File: src/rtl/core/cpf_pkg.sv
package cpf_pkg;

  // framing constants
  localparam int unsigned LENGTH_BITS_DEF = 10;
  localparam int unsigned QUEUE_DEPTH     = 4;

  localparam logic [7:0]  SYNC_BYTE      = 8'h55;
  localparam logic [7:0]  OUTER_ID_BYTE  = 8'hCC;
  localparam logic [7:0]  CRC8_INIT      = 8'h77;
  localparam logic [7:0]  CRC8_POLY      = 8'h8C;
  localparam logic [15:0] CRC16_INIT     = 16'h3692;
  localparam logic [15:0] CRC16_POLY     = 16'h8408;
  localparam logic [10:0] INNER_OVERHEAD = 11'd13;

  // item kinds
  localparam logic CMD_START   = 1'b0;
  localparam logic CMD_PAYLOAD = 1'b1;

  typedef struct packed {
    logic        cmd;
    logic [15:0] channel;
    logic [7:0]  sender;
    logic [7:0]  receiver;
    logic [15:0] sequence_req;
    logic [7:0]  flag_bits;
    logic [7:0]  command_set;
    logic [7:0]  command_id;
    logic [9:0]  payload_length;
    logic [7:0]  data_byte;
  } cmd_item_t;

  typedef struct packed {
    logic [7:0] out_byte;
    logic       frame_end;
    logic       run_last;
  } byte_item_t;

  // work entry handed from the front to the back
  typedef struct packed {
    logic        is_start;
    logic        close;
    logic [15:0] channel;
    logic [7:0]  sender;
    logic [7:0]  receiver;
    logic [15:0] sequence_req;
    logic [7:0]  flag_bits;
    logic [7:0]  command_set;
    logic [7:0]  command_id;
    logic [9:0]  payload_length;
    logic [7:0]  data_byte;
  } work_t;

  // reflected crc-8, one byte
  function automatic logic [7:0] crc8_step(input logic [7:0] c, input logic [7:0] b);
    logic [7:0] r;
    r = c ^ b;
    for (int i = 0; i < 8; i++) begin
      r = (r >> 1) ^ (r[0] ? CRC8_POLY : 8'h00);
    end
    return r;
  endfunction

  // reflected crc-16, one byte
  function automatic logic [15:0] crc16_step(input logic [15:0] c, input logic [7:0] b);
    logic [15:0] r;
    r = c ^ {8'h00, b};
    for (int i = 0; i < 8; i++) begin
      r = (r >> 1) ^ (r[0] ? CRC16_POLY : 16'h0000);
    end
    return r;
  endfunction

endpackage

File: src/rtl/core/cpf_front.sv
module cpf_front (
  input  logic               clk,
  input  logic               rst,
  input  logic               cmd_valid,
  output logic               cmd_ready,
  input  cpf_pkg::cmd_item_t cmd_item,
  input  logic               queue_full,
  output logic               push,
  output cpf_pkg::work_t     push_entry
);
  import cpf_pkg::*;

  logic       frame_open;
  logic       frame_open_next;
  logic [9:0] bytes_left;
  logic [9:0] bytes_left_next;
  logic [9:0] left_dec;
  logic       accept;

  assign cmd_ready = !queue_full;
  assign accept    = cmd_valid && cmd_ready;
  assign left_dec  = bytes_left - 10'd1;

  // classify the item and track the open frame
  always_comb begin
    frame_open_next       = frame_open;
    bytes_left_next       = bytes_left;
    push                  = 1'b0;
    push_entry.is_start   = (cmd_item.cmd == CMD_START);
    push_entry.close      = 1'b0;
    push_entry.channel        = cmd_item.channel;
    push_entry.sender         = cmd_item.sender;
    push_entry.receiver       = cmd_item.receiver;
    push_entry.sequence_req   = cmd_item.sequence_req;
    push_entry.flag_bits      = cmd_item.flag_bits;
    push_entry.command_set    = cmd_item.command_set;
    push_entry.command_id     = cmd_item.command_id;
    push_entry.payload_length = cmd_item.payload_length;
    push_entry.data_byte      = cmd_item.data_byte;
    if (accept) begin
      if (cmd_item.cmd == CMD_START) begin
        push             = 1'b1;
        push_entry.close = (cmd_item.payload_length == 10'd0);
        frame_open_next  = (cmd_item.payload_length != 10'd0);
        bytes_left_next  = cmd_item.payload_length;
      end else if (frame_open) begin
        push             = 1'b1;
        push_entry.close = (left_dec == 10'd0);
        frame_open_next  = (left_dec != 10'd0);
        bytes_left_next  = left_dec;
      end
    end
  end

  always_ff @(posedge clk) begin
    if (rst) begin
      frame_open <= 1'b0;
      bytes_left <= '0;
    end else begin
      frame_open <= frame_open_next;
      bytes_left <= bytes_left_next;
    end
  end

endmodule

File: src/rtl/core/cpf_queue.sv
module cpf_queue (
  input  logic           clk,
  input  logic           rst,
  input  logic           push,
  input  cpf_pkg::work_t push_entry,
  input  logic           pop,
  output logic           full,
  output logic           not_empty,
  output cpf_pkg::work_t head
);
  import cpf_pkg::*;

  localparam int unsigned PTR_W = $clog2(QUEUE_DEPTH);

  work_t            slots [QUEUE_DEPTH];
  logic [PTR_W-1:0] wr_ptr;
  logic [PTR_W-1:0] rd_ptr;
  logic [PTR_W:0]   count;

  assign full      = (count == (PTR_W+1)'(QUEUE_DEPTH));
  assign not_empty = (count != '0);
  assign head      = slots[rd_ptr];

  // entry storage
  always_ff @(posedge clk) begin
    if (push) begin
      slots[wr_ptr] <= push_entry;
    end
  end

  // pointers and fill count
  always_ff @(posedge clk) begin
    if (rst) begin
      wr_ptr <= '0;
      rd_ptr <= '0;
      count  <= '0;
    end else begin
      if (push) begin
        wr_ptr <= wr_ptr + 1'b1;
      end
      if (pop) begin
        rd_ptr <= rd_ptr + 1'b1;
      end
      if (push && !pop) begin
        count <= count + 1'b1;
      end else if (pop && !push) begin
        count <= count - 1'b1;
      end
    end
  end

endmodule

File: src/rtl/core/cpf_back.sv
module cpf_back #(
  parameter int unsigned LENGTH_BITS = cpf_pkg::LENGTH_BITS_DEF
) (
  input  logic                clk,
  input  logic                rst,
  input  logic                head_valid,
  input  cpf_pkg::work_t      head,
  output logic                pop,
  output logic                byte_valid,
  input  logic                byte_ready,
  output cpf_pkg::byte_item_t byte_item
);
  import cpf_pkg::*;

  // byte positions within a packet
  localparam logic [4:0] POS_VER_LO  = 5'd1;
  localparam logic [4:0] POS_VER_HI  = 5'd2;
  localparam logic [4:0] POS_INNER   = 5'd8;
  localparam logic [4:0] POS_PAYLOAD = 5'd18;
  localparam logic [4:0] POS_CRC_HI  = 5'd20;

  localparam logic [15:0] VER_BIT  = 16'd1 << LENGTH_BITS;
  localparam logic [15:0] LEN_MASK = VER_BIT - 16'd1;
  localparam logic [7:0]  H8_SYNC  = crc8_step(CRC8_INIT, SYNC_BYTE);

  logic [4:0]  pos;
  logic [4:0]  eff;
  logic [4:0]  last_pos;
  logic [7:0]  h8;
  logic [15:0] crc_reg;
  logic [10:0] inner_len;
  logic [15:0] ver;
  logic [7:0]  cur_byte;
  logic        advance;

  assign advance   = head_valid && (!byte_valid || byte_ready);
  assign eff       = head.is_start ? pos : (pos + POS_PAYLOAD);
  assign last_pos  = head.close ? POS_CRC_HI : POS_PAYLOAD;
  assign pop       = advance && (eff == last_pos);
  assign inner_len = {1'b0, head.payload_length} + INNER_OVERHEAD;
  assign ver       = VER_BIT | ({5'b0, inner_len} & LEN_MASK);

  // byte select by position
  always_comb begin
    case (eff)
      5'd0:    cur_byte = SYNC_BYTE;
      5'd1:    cur_byte = OUTER_ID_BYTE;
      5'd2:    cur_byte = head.channel[7:0];
      5'd3:    cur_byte = head.channel[15:8];
      5'd4:    cur_byte = inner_len[7:0];
      5'd5:    cur_byte = {5'b0, inner_len[10:8]};
      5'd8:    cur_byte = SYNC_BYTE;
      5'd9:    cur_byte = ver[7:0];
      5'd10:   cur_byte = ver[15:8];
      5'd11:   cur_byte = h8;
      5'd12:   cur_byte = head.sender;
      5'd13:   cur_byte = head.receiver;
      5'd14:   cur_byte = head.sequence_req[7:0];
      5'd15:   cur_byte = head.sequence_req[15:8];
      5'd16:   cur_byte = head.flag_bits;
      5'd17:   cur_byte = head.command_set;
      5'd18:   cur_byte = head.is_start ? head.command_id : head.data_byte;
      5'd19:   cur_byte = crc_reg[7:0];
      5'd20:   cur_byte = crc_reg[15:8];
      default: cur_byte = 8'h00;
    endcase
  end

  // position counter, header crc-8 and running crc-16
  always_ff @(posedge clk) begin
    if (rst) begin
      pos     <= '0;
      crc_reg <= CRC16_INIT;
    end else if (advance) begin
      pos <= pop ? 5'd0 : (pos + 5'd1);
      if (eff == POS_INNER) begin
        crc_reg <= crc16_step(CRC16_INIT, cur_byte);
      end else if (eff inside {[5'd9:5'd18]}) begin
        crc_reg <= crc16_step(crc_reg, cur_byte);
      end
    end
  end

  always_ff @(posedge clk) begin
    if (advance && eff == POS_VER_LO) begin
      h8 <= crc8_step(H8_SYNC, ver[7:0]);
    end else if (advance && eff == POS_VER_HI) begin
      h8 <= crc8_step(h8, ver[15:8]);
    end
  end

  // output register
  always_ff @(posedge clk) begin
    if (rst) begin
      byte_valid <= 1'b0;
    end else if (advance) begin
      byte_valid <= 1'b1;
    end else if (byte_ready) begin
      byte_valid <= 1'b0;
    end
  end

  always_ff @(posedge clk) begin
    if (advance) begin
      byte_item.out_byte  <= cur_byte;
      byte_item.frame_end <= (eff == POS_CRC_HI);
      byte_item.run_last  <= (eff == last_pos);
    end
  end

endmodule

File: src/rtl/core/crc_packet_framer.sv
// Packet framer: turns command items into a framed byte stream.
// cmd channel (cmd_valid/cmd_ready/cmd_item): a start item (cmd = 0) opens a
// frame and yields 19 header bytes, 21 with the two crc bytes when the payload
// length is zero; a payload item (cmd = 1) yields its data byte, plus the two
// crc bytes when it is the last one. Payload items with no frame open are
// taken and dropped.
// byte channel (byte_valid/byte_ready/byte_item): one byte per item, with
// frame_end on the final crc byte and run_last on the last byte of an input
// item.
// With the queue empty, the first byte of an item passes through the work
// queue entry and then the output register before it is on the output.
// Throughput: one output byte per cycle while byte_ready is high, so payload
// items flow at one per cycle; a start item holds the sequencer for its bytes.
// A four-entry work queue sits between the classifying front and the byte
// sequencer; cmd_ready drops only when that queue is full.
// When the receiver stalls, the output register holds its byte and the
// sequencer waits; the front keeps taking items until the queue fills.
// Reset (rst, synchronous) closes any open frame and empties the queue.
module crc_packet_framer #(
  parameter int unsigned LENGTH_BITS = cpf_pkg::LENGTH_BITS_DEF
) (
  input  logic                clk,
  input  logic                rst,
  input  logic                cmd_valid,
  output logic                cmd_ready,
  input  cpf_pkg::cmd_item_t  cmd_item,
  output logic                byte_valid,
  input  logic                byte_ready,
  output cpf_pkg::byte_item_t byte_item
);
  import cpf_pkg::*;

  logic  push;
  work_t push_entry;
  logic  pop;
  logic  queue_full;
  logic  head_valid;
  work_t head;

  cpf_front u_front (
    .clk        (clk),
    .rst        (rst),
    .cmd_valid  (cmd_valid),
    .cmd_ready  (cmd_ready),
    .cmd_item   (cmd_item),
    .queue_full (queue_full),
    .push       (push),
    .push_entry (push_entry)
  );

  cpf_queue u_queue (
    .clk        (clk),
    .rst        (rst),
    .push       (push),
    .push_entry (push_entry),
    .pop        (pop),
    .full       (queue_full),
    .not_empty  (head_valid),
    .head       (head)
  );

  cpf_back #(
    .LENGTH_BITS (LENGTH_BITS)
  ) u_back (
    .clk        (clk),
    .rst        (rst),
    .head_valid (head_valid),
    .head       (head),
    .pop        (pop),
    .byte_valid (byte_valid),
    .byte_ready (byte_ready),
    .byte_item  (byte_item)
  );

endmodule

File: config.mk
export PLATFORM = sky130hd
export DESIGN_NAME = crc_packet_framer
export DESIGN_NICKNAME = d
export VERILOG_FILES = /design/src/rtl/core/cpf_pkg.sv /design/src/rtl/core/cpf_front.sv /design/src/rtl/core/cpf_queue.sv /design/src/rtl/core/cpf_back.sv /design/src/rtl/core/crc_packet_framer.sv
export SDC_FILE = /design/constraint.sdc
export NUM_CORES = 1
export LEC_CHECK = 0
export BUFFER_PORTS_ARGS = -buffer_cell sky130_fd_sc_hd__clkbuf_2
export CELL_PAD_IN_SITES_DETAIL_PLACEMENT = 2
export CELL_PAD_IN_SITES_GLOBAL_PLACEMENT = 2
export CORE_MARGIN = 2
export CORE_UTILIZATION = 41
export DETAILED_ROUTE_END_ITERATION = 16
export GPL_TIMING_DRIVEN = 0
export PLACE_DENSITY = 0.8
export SLEW_MARGIN = 15
export SYNTH_ARGS = -nofsm -noshare
export SYNTH_HDL_FRONTEND = slang
export SYNTH_SLANG_ARGS = --single-unit
File: constraint.sdc
create_clock -name clk -period 4.6 [get_ports clk]
set_clock_uncertainty 0.05 [all_clocks]
set_input_delay 0.92 -clock clk [delete_from_list [all_inputs] [get_ports clk]]
set_output_delay 0.92 -clock clk [all_outputs]
set_load 0.005 [all_outputs]
# After elaboration in Yosys (flattened, before gate mapping)
# Memories as Yosys holds them, arrays and structs flattened. A register that Yosys moved wholly into a read port is not among the register bits.
# Index checks and enable logic that the tools add are counted.
# W data, S select, Z words.
# word_totals
register_bits,58
latchBits,0
mem_bits_rw,368
rom_bits,0
in_bits,95
word_cells,167
n_memories,1
# memory_table
name,depth,width,rd,rd_clocked_by_memory_dff,wr,line,text
u_queue.slots,4,92,1,1,1,cpf_queue.sv:15,work_t slots [QUEUE_DEPTH];
# classes
addsub,8
n_mul,0
div,0
order_cmp,2
eq_ne,21
shift,0
muxes,59
bitwise,37
reduce_logical,27
# op_table
cell,count
$mux W16,18
$xor A15 B16 Y16,15
$mux W8,19
$pmux W8 S17,1
$xor A7 B8 Y8,16
$eq A5 B4 Y1 const B,8
$eq A5 B5 Y1 const B,5
$logic_not A10 Y1,2
$mux W10,2
$reduce_bool A10 Y1,2
$xor A13 B16 Y16,1
$xor A16 B8 Y16,1
$mux W1,12
$add A10 B4 Y11 const B,1
$eq A5 B2 Y1 const B,2
$eq A5 B3 Y1 const B,2
$mux W5,2
$sub A10 B1 Y10 const B,1
$mux W3,3
$logic_and A1 B1 Y1,8
$reduce_bool A2 Y1,4
$xor A8 B3 Y8,1
$not A3 Y7,1
$not A6 Y6,1
other kinds (19),26

# Logic depth before layout (Yosys ltp)
# Gate-level depths: netlist of run 1.
# depth
ltp_word,24
mapped_depth,16
mapped_depth_nobuf,14

# Cells and area by module
# A second synthesis of run 1 with hierarchy kept.
# unflattened
hier_cells,1164
area_unflattened_um2,18898.1
# by_module_without_submodules
module,instances,cells_each,area_per_inst_um2,seq_area_each_um2
cpf_queue,1,524,13706.9,11230.8
cpf_back,1,442,3743.6,980.9
cpf_front,1,198,1447.6,220.2

# Worst setup path after synthesis of run 1
# No wires, ideal clock.
# synth_path
kind,input-to-reg
startpoint,input cmd_item[90] (netlist bit)
endpoint,"memory u_queue.slots[1][0] (netlist bit), enable pin"
setup_time_ns,0.461
t_arrival_ns,3.962
t_required_ns,4.089
slack_ns,0.127
path_stages,5
path_buffers,3
path_cell_list,clkbuf_1 -> a21oi_1 -> clkbuf_1 -> clkbuf_1 -> and2_1
# synth_via
elab_chain_cells,4
# synth_rtl
element,line,text
from (decl),crc_packet_framer.sv:26,"input cpf_pkg::cmd_item_t cmd_item,"
$mux W1,cpf_front.sv:41,if (cmd_item.cmd == CMD_START) begin
$mux W1,cpf_front.sv:40,if (accept) begin
via push,crc_packet_framer.sv:33,logic push;
$mux W1,cpf_queue.sv:26,if (push) begin
$mux W1 (implied by the code),cpf_queue.sv:27,slots[wr_ptr] <= push_entry;
to (decl),cpf_queue.sv:15,
# The timed path passes the listed nets, and every way through them passes these cells.

==> reports/results.ini, run 1 <==
[outcome]
status=finished clean

[cells_and_area]
fillerInstances=4143
final_layout_size_suffix_gt1_share_pct=25.3
final_cell_mix=edfxtp_1, clkbuf_2, mux4_2, nand2_1, nor2_1
synthToLayoutAreaGrowth_pct=16.5
nets=1374
antenna_cells=0
largest_reg_flops=368
finalNonFillerCells=1898
final_common_cell=edfxtp_1

[synthesis]
synth.area.top_cells=edfxtp_1, mux4_2, dfxtp_1
synth-seq-area-share_pct=68.1
synthCells=1107
ys_warn_count=0
synth-seq-cells=428
synth_top_area_share_pct=63.5
synth_area_per_cell_um2=16.5
synth_top_cell_by_area=edfxtp_1
synthArstFlopShare_pct=0
syn_area_um2=18300
synth_flop_cell=edfxtp_1
syn_nets=1213
synth_enable_flop_cells=386
synth_cell_types=79

[timing]
worst_pin_slew_ps=953
finalCritPeriodShare_pct=96.4
relSlewSlack_pct=36.5
hold_viol=0
max_freq_mhz=226
setup_viol=0
fin_ws_ps=167
hold-worst-slack_ps=433
fin_crit_ps=4430
rsz0062_at_grt=false
final_max_slew_viol_count=0

[floorplanning]
die_area_um2=46300
rows=77
ios=107
die-width_um=215
die_y_um=215
core_area_um2=44100
start_util_pct=41.4

[power_and_ir_drop]
peakVddDrop_v=0.000358
power.density_nw_per_um2=531
leakage_uw=0.00701

[global_route]
antenna_found_initial=1
grt_max_degree=49
grt_pass1_vias=12200
grt_pass1_wl_mm=81.7
grt_use_total_pct=24.0
overflow=0

[cts]
cts_buffer_depth=3
numCtsBuffers=47
cts_sinks=428
cts_root_buf=clkbuf_16
worstSkewPairLatency_ps=580
clk_pin_slew_ps=60
htreeDepth=2
cts_tree=done

[placement]
post-place-cells=1811
gp_congestion=0.882
dp_hpwl_mm=39.0
io_buffer_count=104
dp_worst_setup_slack_ps=-443

[route]
first_iter_violations=940
drcViolationCount=0
dr.pass1.iters=5
routed_wl_mm=55.0
via_count=11100
drt-vias-per-instance=5.83
wl_per_cell_um=29.0
ant_nets=0

[critical_path]
cp_top_family=multiplexers
cp_max_fo=10
crit_arrival_ps=4850
cp.required_ps=5020
cp_num_buf_inv=1
crit_path_end_kind=flip-flop
startpoint_type=flip-flop
crit_chain=mux4_2 > mux2i_1 > nor2_1 > buf_2 > a22oi_1 > o221ai_1 > or4_4 > xnor3_2 > xnor2_1 > a221o_1
worstSetupPathType=reg -> reg
critPathMaxStageDelay_ps=630
cp_slowest_cell=mux4_2

[flow_run]
max-cap-violations=0

[worst_hold_path]
hold_class=reg -> reg

==> power by group <==
group | leakage [µW] | switching (µW) | internal (µW)
clock | 0.000725 | 1550 | 2150
combinational | 0.00243 | 1720 | 1060
sequential | 0.00386 | 194 | 4630
total | 0.00701 | 3460 | 7840
==> worst paths after layout <==
path	start	end	slack [ps]	depth (start not counted)
setup / recovery	u_queue.slots[2][91]	u_back.crc_reg[10]	170	10
hold / removal	u_back.byte_valid	u_back.byte_valid	430	2
setup reg to reg	u_queue.slots[2][91]	u_back.crc_reg[10]	170	10
hold reg to reg	u_back.byte_valid	u_back.byte_valid	430	2
==> metrics by stage <==
| step | power, µW | util (%) | setup TNS (ps) | instance area [µm²] |
|---|---|---|---|---|
| after floorplan | 6600 | - | 0 | 18300 |
| after global placement | 7440 | 44.3 | -779030 | 19500 |
| after detailed placement | 7620 | 44.7 | -3460 | 19700 |
| after CTS | 11400 | 48.1 | 0 | 21200 |
| after global routing | 11700 | 48.2 | 0 | 21300 |
| final | 11300 | 48.2 | 0 | 21300 |
==> cells in the mapped netlist, drive strengths merged (22+ instances only) <==
master / number
xor2: 22
o21ai: 35
nor2: 51
dfxtp: 42
a21oi: 40
edfxtp: 386
buf: 24
mux4: 92
nand3: 27
nand2: 53
xnor2: 36
clkbuf: 32
==> cells by family after synthesis <==
family                   Yosys count  synth area share, %
flip-flops                       428                 68.1
AND/OR/NAND/NOR                  243                 6.95
XOR/XNOR                          60                 3.23
AO/OA/AOI/OAI                    172                 6.47
buffers and inverters             79                 1.90
multiplexers                     114                 12.6
adder cells (fa/ha/maj)           11                0.795
==> layer usage <==
layer  up-vias  GRT usage, %  share of wire, %
met5         -             0             0.031
met4         2          8.85               3.3
met3       107          4.25               5.5
met2       382          40.3                49
met1      5823          31.5                42
li1       4744             -                 -
==> layout make-up <==
type / instances / area, µm² / area share [%]
Clock buffer: 61 / 1250 / 5.87
Timing Repair Buffer: 113 / 706 / 3.32
Buffer: 55 / 284 / 1.33
Sequential cell: 428 / 12400 / 58.4
Clock inverter: 26 / 244 / 1.15
Tap cell: 592 / 741 / 3.48
Inverter: 23 / 86.3 / 0.406
Multi-Input combinational cell: 600 / 5540 / 26.0
==> worst min-delay path: cells and delay by family, from the launching register on <==
family / cells / cell delay [ps]
flip-flops: 1 / 320
AND/OR/NAND/NOR: 1 / 60
AO/OA/AOI/OAI: 1 / 50
==> timing repair <==
item                       CTS  global route
pin swaps                    0             1
gates resized for setup      8            12
buffers inserted             0             1
setup endpoints to repair   16             8
hold buffers                 0             0
Power figures use the tool's default switching activity.
==> run 2, diff against run 1 <==
Settings changed: PLACE_DENSITY 0.8 to unset, PLACE_DENSITY_LB_ADDON set to 0.1.
==> reports/results.ini, run 2 (synthesized netlist as in run 1, its figures left out) <==
[route]
drt-vias-per-instance=5.68  ; was 5.83
first_iter_violations=903  ; was 940
ant_nets=0  ; unchanged
dr.pass1.iters=5  ; unchanged
routed_wl_mm=54.2  ; was 55.0 mm
wl_per_cell_um=28.6  ; was 29.0 µm
via_count=10800  ; was 11100
drcViolationCount=0  ; unchanged

[power_and_ir_drop]
power.density_nw_per_um2=526  ; was 531 nW/µm²
peakVddDrop_v=0.000353  ; was 0.000358 V
leakage_uw=0.00702  ; was 0.00701 µW

[cts]
cts_root_buf=clkbuf_16  ; unchanged
worstSkewPairLatency_ps=600  ; was 580 ps
htreeDepth=2  ; unchanged
hold_buffers=0  ; unchanged
numCtsBuffers=47  ; unchanged
clk_pin_slew_ps=60  ; about the same
cts_sinks=428  ; unchanged
cts_tree=done  ; unchanged
cts_buffer_depth=3  ; unchanged

[placement]
gp_congestion=0.827  ; was 0.882
dp_hpwl_mm=38.0  ; was 39.0 mm
post-place-cells=1811  ; unchanged
dp_worst_setup_slack_ps=-626  ; was -443 ps
io_buffer_count=104  ; unchanged
place_area_um2=19800  ; was 19700 µm²

[floorplanning]
core_area_um2=44100  ; unchanged
die_y_um=215  ; unchanged
die-width_um=215  ; unchanged
die_area_um2=46300  ; unchanged
ios=107  ; unchanged
rows=77  ; unchanged
start_util_pct=41.4  ; unchanged

[timing]
hold-worst-slack_ps=432  ; was 433 ps
final_max_slew_viol_count=0  ; unchanged
hold_viol=0  ; unchanged
fin_crit_ps=4430  ; about the same
max_freq_mhz=226  ; about the same
finalCritPeriodShare_pct=96.3  ; was 96.4%
worst_pin_slew_ps=957  ; was 953 ps
fin_tns_setup_ps=0  ; unchanged
setup_viol=0  ; unchanged
relSlewSlack_pct=34.3  ; was 36.5%
fin_ws_ps=169  ; was 167 ps

[critical_path]
cp.required_ps=5000  ; was 5020 ps
r2r_setup_slack_ps=170  ; about the same
startpoint_type=flip-flop  ; unchanged
endpoint=u_back.crc_reg[1]  ; was u_back.crc_reg[10]
worstSetupPathType=reg -> reg  ; unchanged
crit_path_end_kind=flip-flop  ; unchanged
cp_max_fo=10  ; unchanged
r2r-end=u_back.crc_reg[1]  ; was u_back.crc_reg[10]
reg2regPathDepth=12  ; was 10
crit_arrival_ps=4830  ; was 4850 ps

[cells_and_area]
design_area_um2=21300  ; about the same
nets=1374  ; unchanged
final_layout_size_suffix_gt1_share_pct=25.2  ; was 25.3%
seqCellArea_um2=12400  ; unchanged
finalNonFillerCells=1895  ; was 1898
synthToLayoutAreaGrowth_pct=16.6  ; was 16.5%
final_common_cell=edfxtp_1  ; unchanged
fillerInstances=4169  ; was 4143
antenna_cells=0  ; unchanged
multi_input_area_um2=5540  ; unchanged
largest_reg_flops=368  ; unchanged
final_cell_mix=edfxtp_1, clkbuf_2, mux4_2, nand2_1, nor2_1  ; unchanged

[global_route]
antenna_found_initial=3  ; was 1
grt_use_total_pct=23.7  ; was 24.0%
grt_pass1_vias=11800  ; was 12200
grt_pass1_wl_mm=80.3  ; was 81.7 mm
grt_max_degree=48  ; was 49
overflow=0  ; unchanged

[worst_hold_path]
hold_class=reg -> reg  ; unchanged

[outcome]
status=finished clean  ; unchanged

[flow_run]
max-cap-violations=0  ; unchanged

[run 2: layout make-up]
| type | instances | area share [%] |
|---|---|---|
| buffer | 55 | 1.29 |
| tap | 592 | 3.48 |
| sequential | 428 | 58.4 |
| clock buffer | 64 | 6.25 |
| multi-input combinational | 600 | 26.0 |
| inverter | 23 | 0.405 |
| clock inverter | 20 | 0.681 |
| timing repair buffer | 113 | 3.51 |
[run 2: repair_timing]
action | 4_1_cts | 5_1_grt
pin swaps | 1 | 0
setup endpoints to repair | 16 | 10
setup buffers | 1 | 0
resized for setup | 8 | 12
[run 2: worst max-delay path, cell delays in order (launching register included)]
cell       delay [ps]
dfxtp_1           350
mux4_2            490
buf_2             280
buf_2             320
buf_2             430
a211oi_1          180
a2111oi_0         680
o21ai_0           280
and4b_1           280
xnor2_1           480
xnor2_2           220
xnor2_1           150
o21ai_0            90
[run 2: metrics by stage]
step	utilization, %	power, µW
floorplan	-	6600
global route	48.3	11700
finish	48.3	11200
CTS	48.2	11300
detailed placement	44.8	7610
global placement	44.3	7490
[run 2: worst min path at each step]
stage / end / cells after the start / start / slack [ps]
detailed placement: u_back.byte_valid / 2 / u_back.byte_valid / 430
floorplan: u_back.byte_valid / 2 / u_back.byte_valid / 410
CTS: u_back.byte_valid / 2 / u_back.byte_valid / 440
global placement: u_back.byte_valid / 2 / u_back.byte_valid / 400
global route: u_back.byte_valid / 2 / u_back.byte_valid / 470
finish: u_back.byte_valid / 2 / u_back.byte_valid / 430
[run 2: per-layer routing]
layer	vias to the layer above	share of wire (%)	global-route usage, %
li1	4727	-	-
met1	5660	44	32.0
met2	272	49	38.9
met3	97	4.7	4.29
met4	2	3.0	8.41
met5	-	0.022	0
[run 2: report_power, final]
part           leakage [µW]  internal, µW  switching (µW)  total [µW]
clock              0.000716          2130            1530        3650
sequential          0.00386          4630             200        4830
combinational       0.00245          1060            1670        2730
total               0.00702          7820            3390       11200
==> run 3, diff against run 2 <==
Settings changed: CORE_UTILIZATION 41 to 25.
==> reports/results.ini, run 3 (synthesized netlist as in run 1, its figures left out) <==
[global_route]
overflow=0  ; unchanged
grt_pass1_wl_mm=84.6  ; was 80.3 mm
grt_pass1_vias=11600  ; was 11800
grt_use_total_pct=15.6  ; was 23.7%
grt_max_degree=44  ; was 48
antenna_found_initial=2  ; was 3

[timing]
final_max_slew_viol_count=0  ; unchanged
max_freq_mhz=225  ; was 226 MHz
rsz0062_at_grt=false
worst_pin_slew_ps=944  ; was 957 ps
setup_viol=0  ; unchanged
fin_ws_ps=153  ; was 169 ps
finalCritPeriodShare_pct=96.7  ; was 96.3%
hold_viol=0  ; unchanged
fin_crit_ps=4450  ; was 4430 ps
relSlewSlack_pct=37.1  ; was 34.3%

[outcome]
status=finished clean  ; unchanged

[cells_and_area]
largest_reg_flops=368  ; unchanged
antenna_cells=0  ; unchanged
final_common_cell=edfxtp_1  ; unchanged
final_cell_mix=edfxtp_1, clkbuf_2, mux4_2, nand2_1, clkbuf_16  ; was edfxtp_1, clkbuf_2, mux4_2, nand2_1, nor2_1
final_layout_size_suffix_gt1_share_pct=26.3  ; was 25.2%
nets=1381  ; was 1374
synthToLayoutAreaGrowth_pct=20.8  ; was 16.6%

[power_and_ir_drop]
leakage_uw=0.00714  ; was 0.00702 µW
total_power_uw=11800  ; was 11200 µW
peakVddDrop_v=0.000298  ; was 0.000353 V
power.density_nw_per_um2=534  ; was 526 nW/µm²

[route]
ant_nets=0  ; unchanged
via_count=10600  ; was 10800
routed_wl_mm=58.3  ; was 54.2 mm
drcViolationCount=0  ; unchanged
drt-vias-per-instance=4.65  ; was 5.68
first_iter_violations=489  ; was 903
dr.pass1.iters=5  ; unchanged
wl_per_cell_um=25.6  ; was 28.6 µm

[critical_path]
worstSetupPathType=reg -> reg  ; unchanged
crit_arrival_ps=4870  ; was 4830 ps
cp.required_ps=5020  ; was 5000 ps
crit_path_end_kind=flip-flop  ; unchanged
cp_max_fo=10  ; unchanged
startpoint_type=flip-flop  ; unchanged

[flow_run]
max-cap-violations=0  ; unchanged

[cts]
cts_root_buf=clkbuf_16  ; unchanged
numCtsBuffers=52  ; was 47
cts_sinks=428  ; unchanged
worstSkewPairLatency_ps=620  ; was 600 ps
cts_tree=done  ; unchanged
clk_pin_slew_ps=60  ; about the same
htreeDepth=2  ; unchanged
cts_buffer_depth=3  ; unchanged

[floorplanning]
die-width_um=274  ; was 215 µm
die_y_um=274  ; was 215 µm
ios=107  ; unchanged
start_util_pct=25.2  ; was 41.4%
die_area_um2=75200  ; was 46300 µm²
core_area_um2=72600  ; was 44100 µm²
rows=99  ; was 77

[placement]
io_buffer_count=104  ; unchanged
gp_congestion=0.764  ; was 0.827
dp_worst_setup_slack_ps=-549  ; was -626 ps
dp_hpwl_mm=41.2  ; was 38.0 mm

[worst_hold_path]
hold_class=reg -> reg  ; unchanged

run 3: cell types whose count changed in the layout (fill, tap and decap cells not counted), sizes merged:
cell	delta
clkinvlp	+2
clkbuf	+2
bufinv	+4
buf	+1
clkinv	+4
run 3: metal layers:
metal	up-vias	global-route usage [%]	wire (µm)
met5	-	0	10
met4	2	4.02	1130
met3	69	2.22	1880
met2	162	25.8	28100
met1	5588	21.6	27200
li1	4748	-	-
run 3: layout make-up:
cell class,instances,area [µm²]
Fill cell,7505,50500
Sequential cell,428,12400
Multi-Input combinational cell,600,5570
Clock buffer,65,1370
Tap cell,959,1200
Timing Repair Buffer,115,767
Clock inverter,30,345
Buffer,55,290
Inverter,23,86.3
run 3: path summary, 6_finish.rpt:
kind,slack [ps],startpoint,end,cells after the start
hold / removal,440,u_back.byte_valid,u_back.byte_valid,2
hold reg to reg,440,u_back.byte_valid,u_back.byte_valid,2
setup reg to reg,150,flip-flop,u_back.crc_reg[1],12
setup / recovery,150,flip-flop,u_back.crc_reg[1],12
run 3: what timing repair did:
action                     CTS  global route
setup buffers                0             2
hold buffers                 0             0
pin swaps                    0             2
gates resized for setup     14            12
hold endpoints to repair     0             0
setup endpoints to repair   16            11
run 3: metrics by stage:
step | TNS (ps) | cells | instance area [µm²] | hold WS, ps | utilization [%]
floorplan | 0 | 1107 | 18300 | 412 | -
global placement | -1036960 | 2170 | 20000 | 409 | 27.5
detailed placement | -5120 | 2179 | 20200 | 427 | 27.9
CTS | 0 | 2274 | 22000 | 434 | 30.3
global route | 0 | 2275 | 22100 | 459 | 30.4
finish | 0 | 2275 | 22100 | 437 | 30.4
run 3: power by group:
part           internal (µW)  switching, µW  leakage (µW)
registers               4630            186       0.00386
clock network           2450           1690      0.000817
logic                   1080           1740       0.00246
total                   8170           3610       0.00714
run 3: critical path: stages, from the launching register on:
cell and delay, ps:
dfxtp_1 330, mux4_2 530, buf_2 310, buf_2 310
buf_2 430, a211oi_1 130, a2111oi_0 660, o21ai_0 320
and4b_1 300, xnor2_1 460, xnor2_2 240, xnor2_1 160
o21ai_0 80
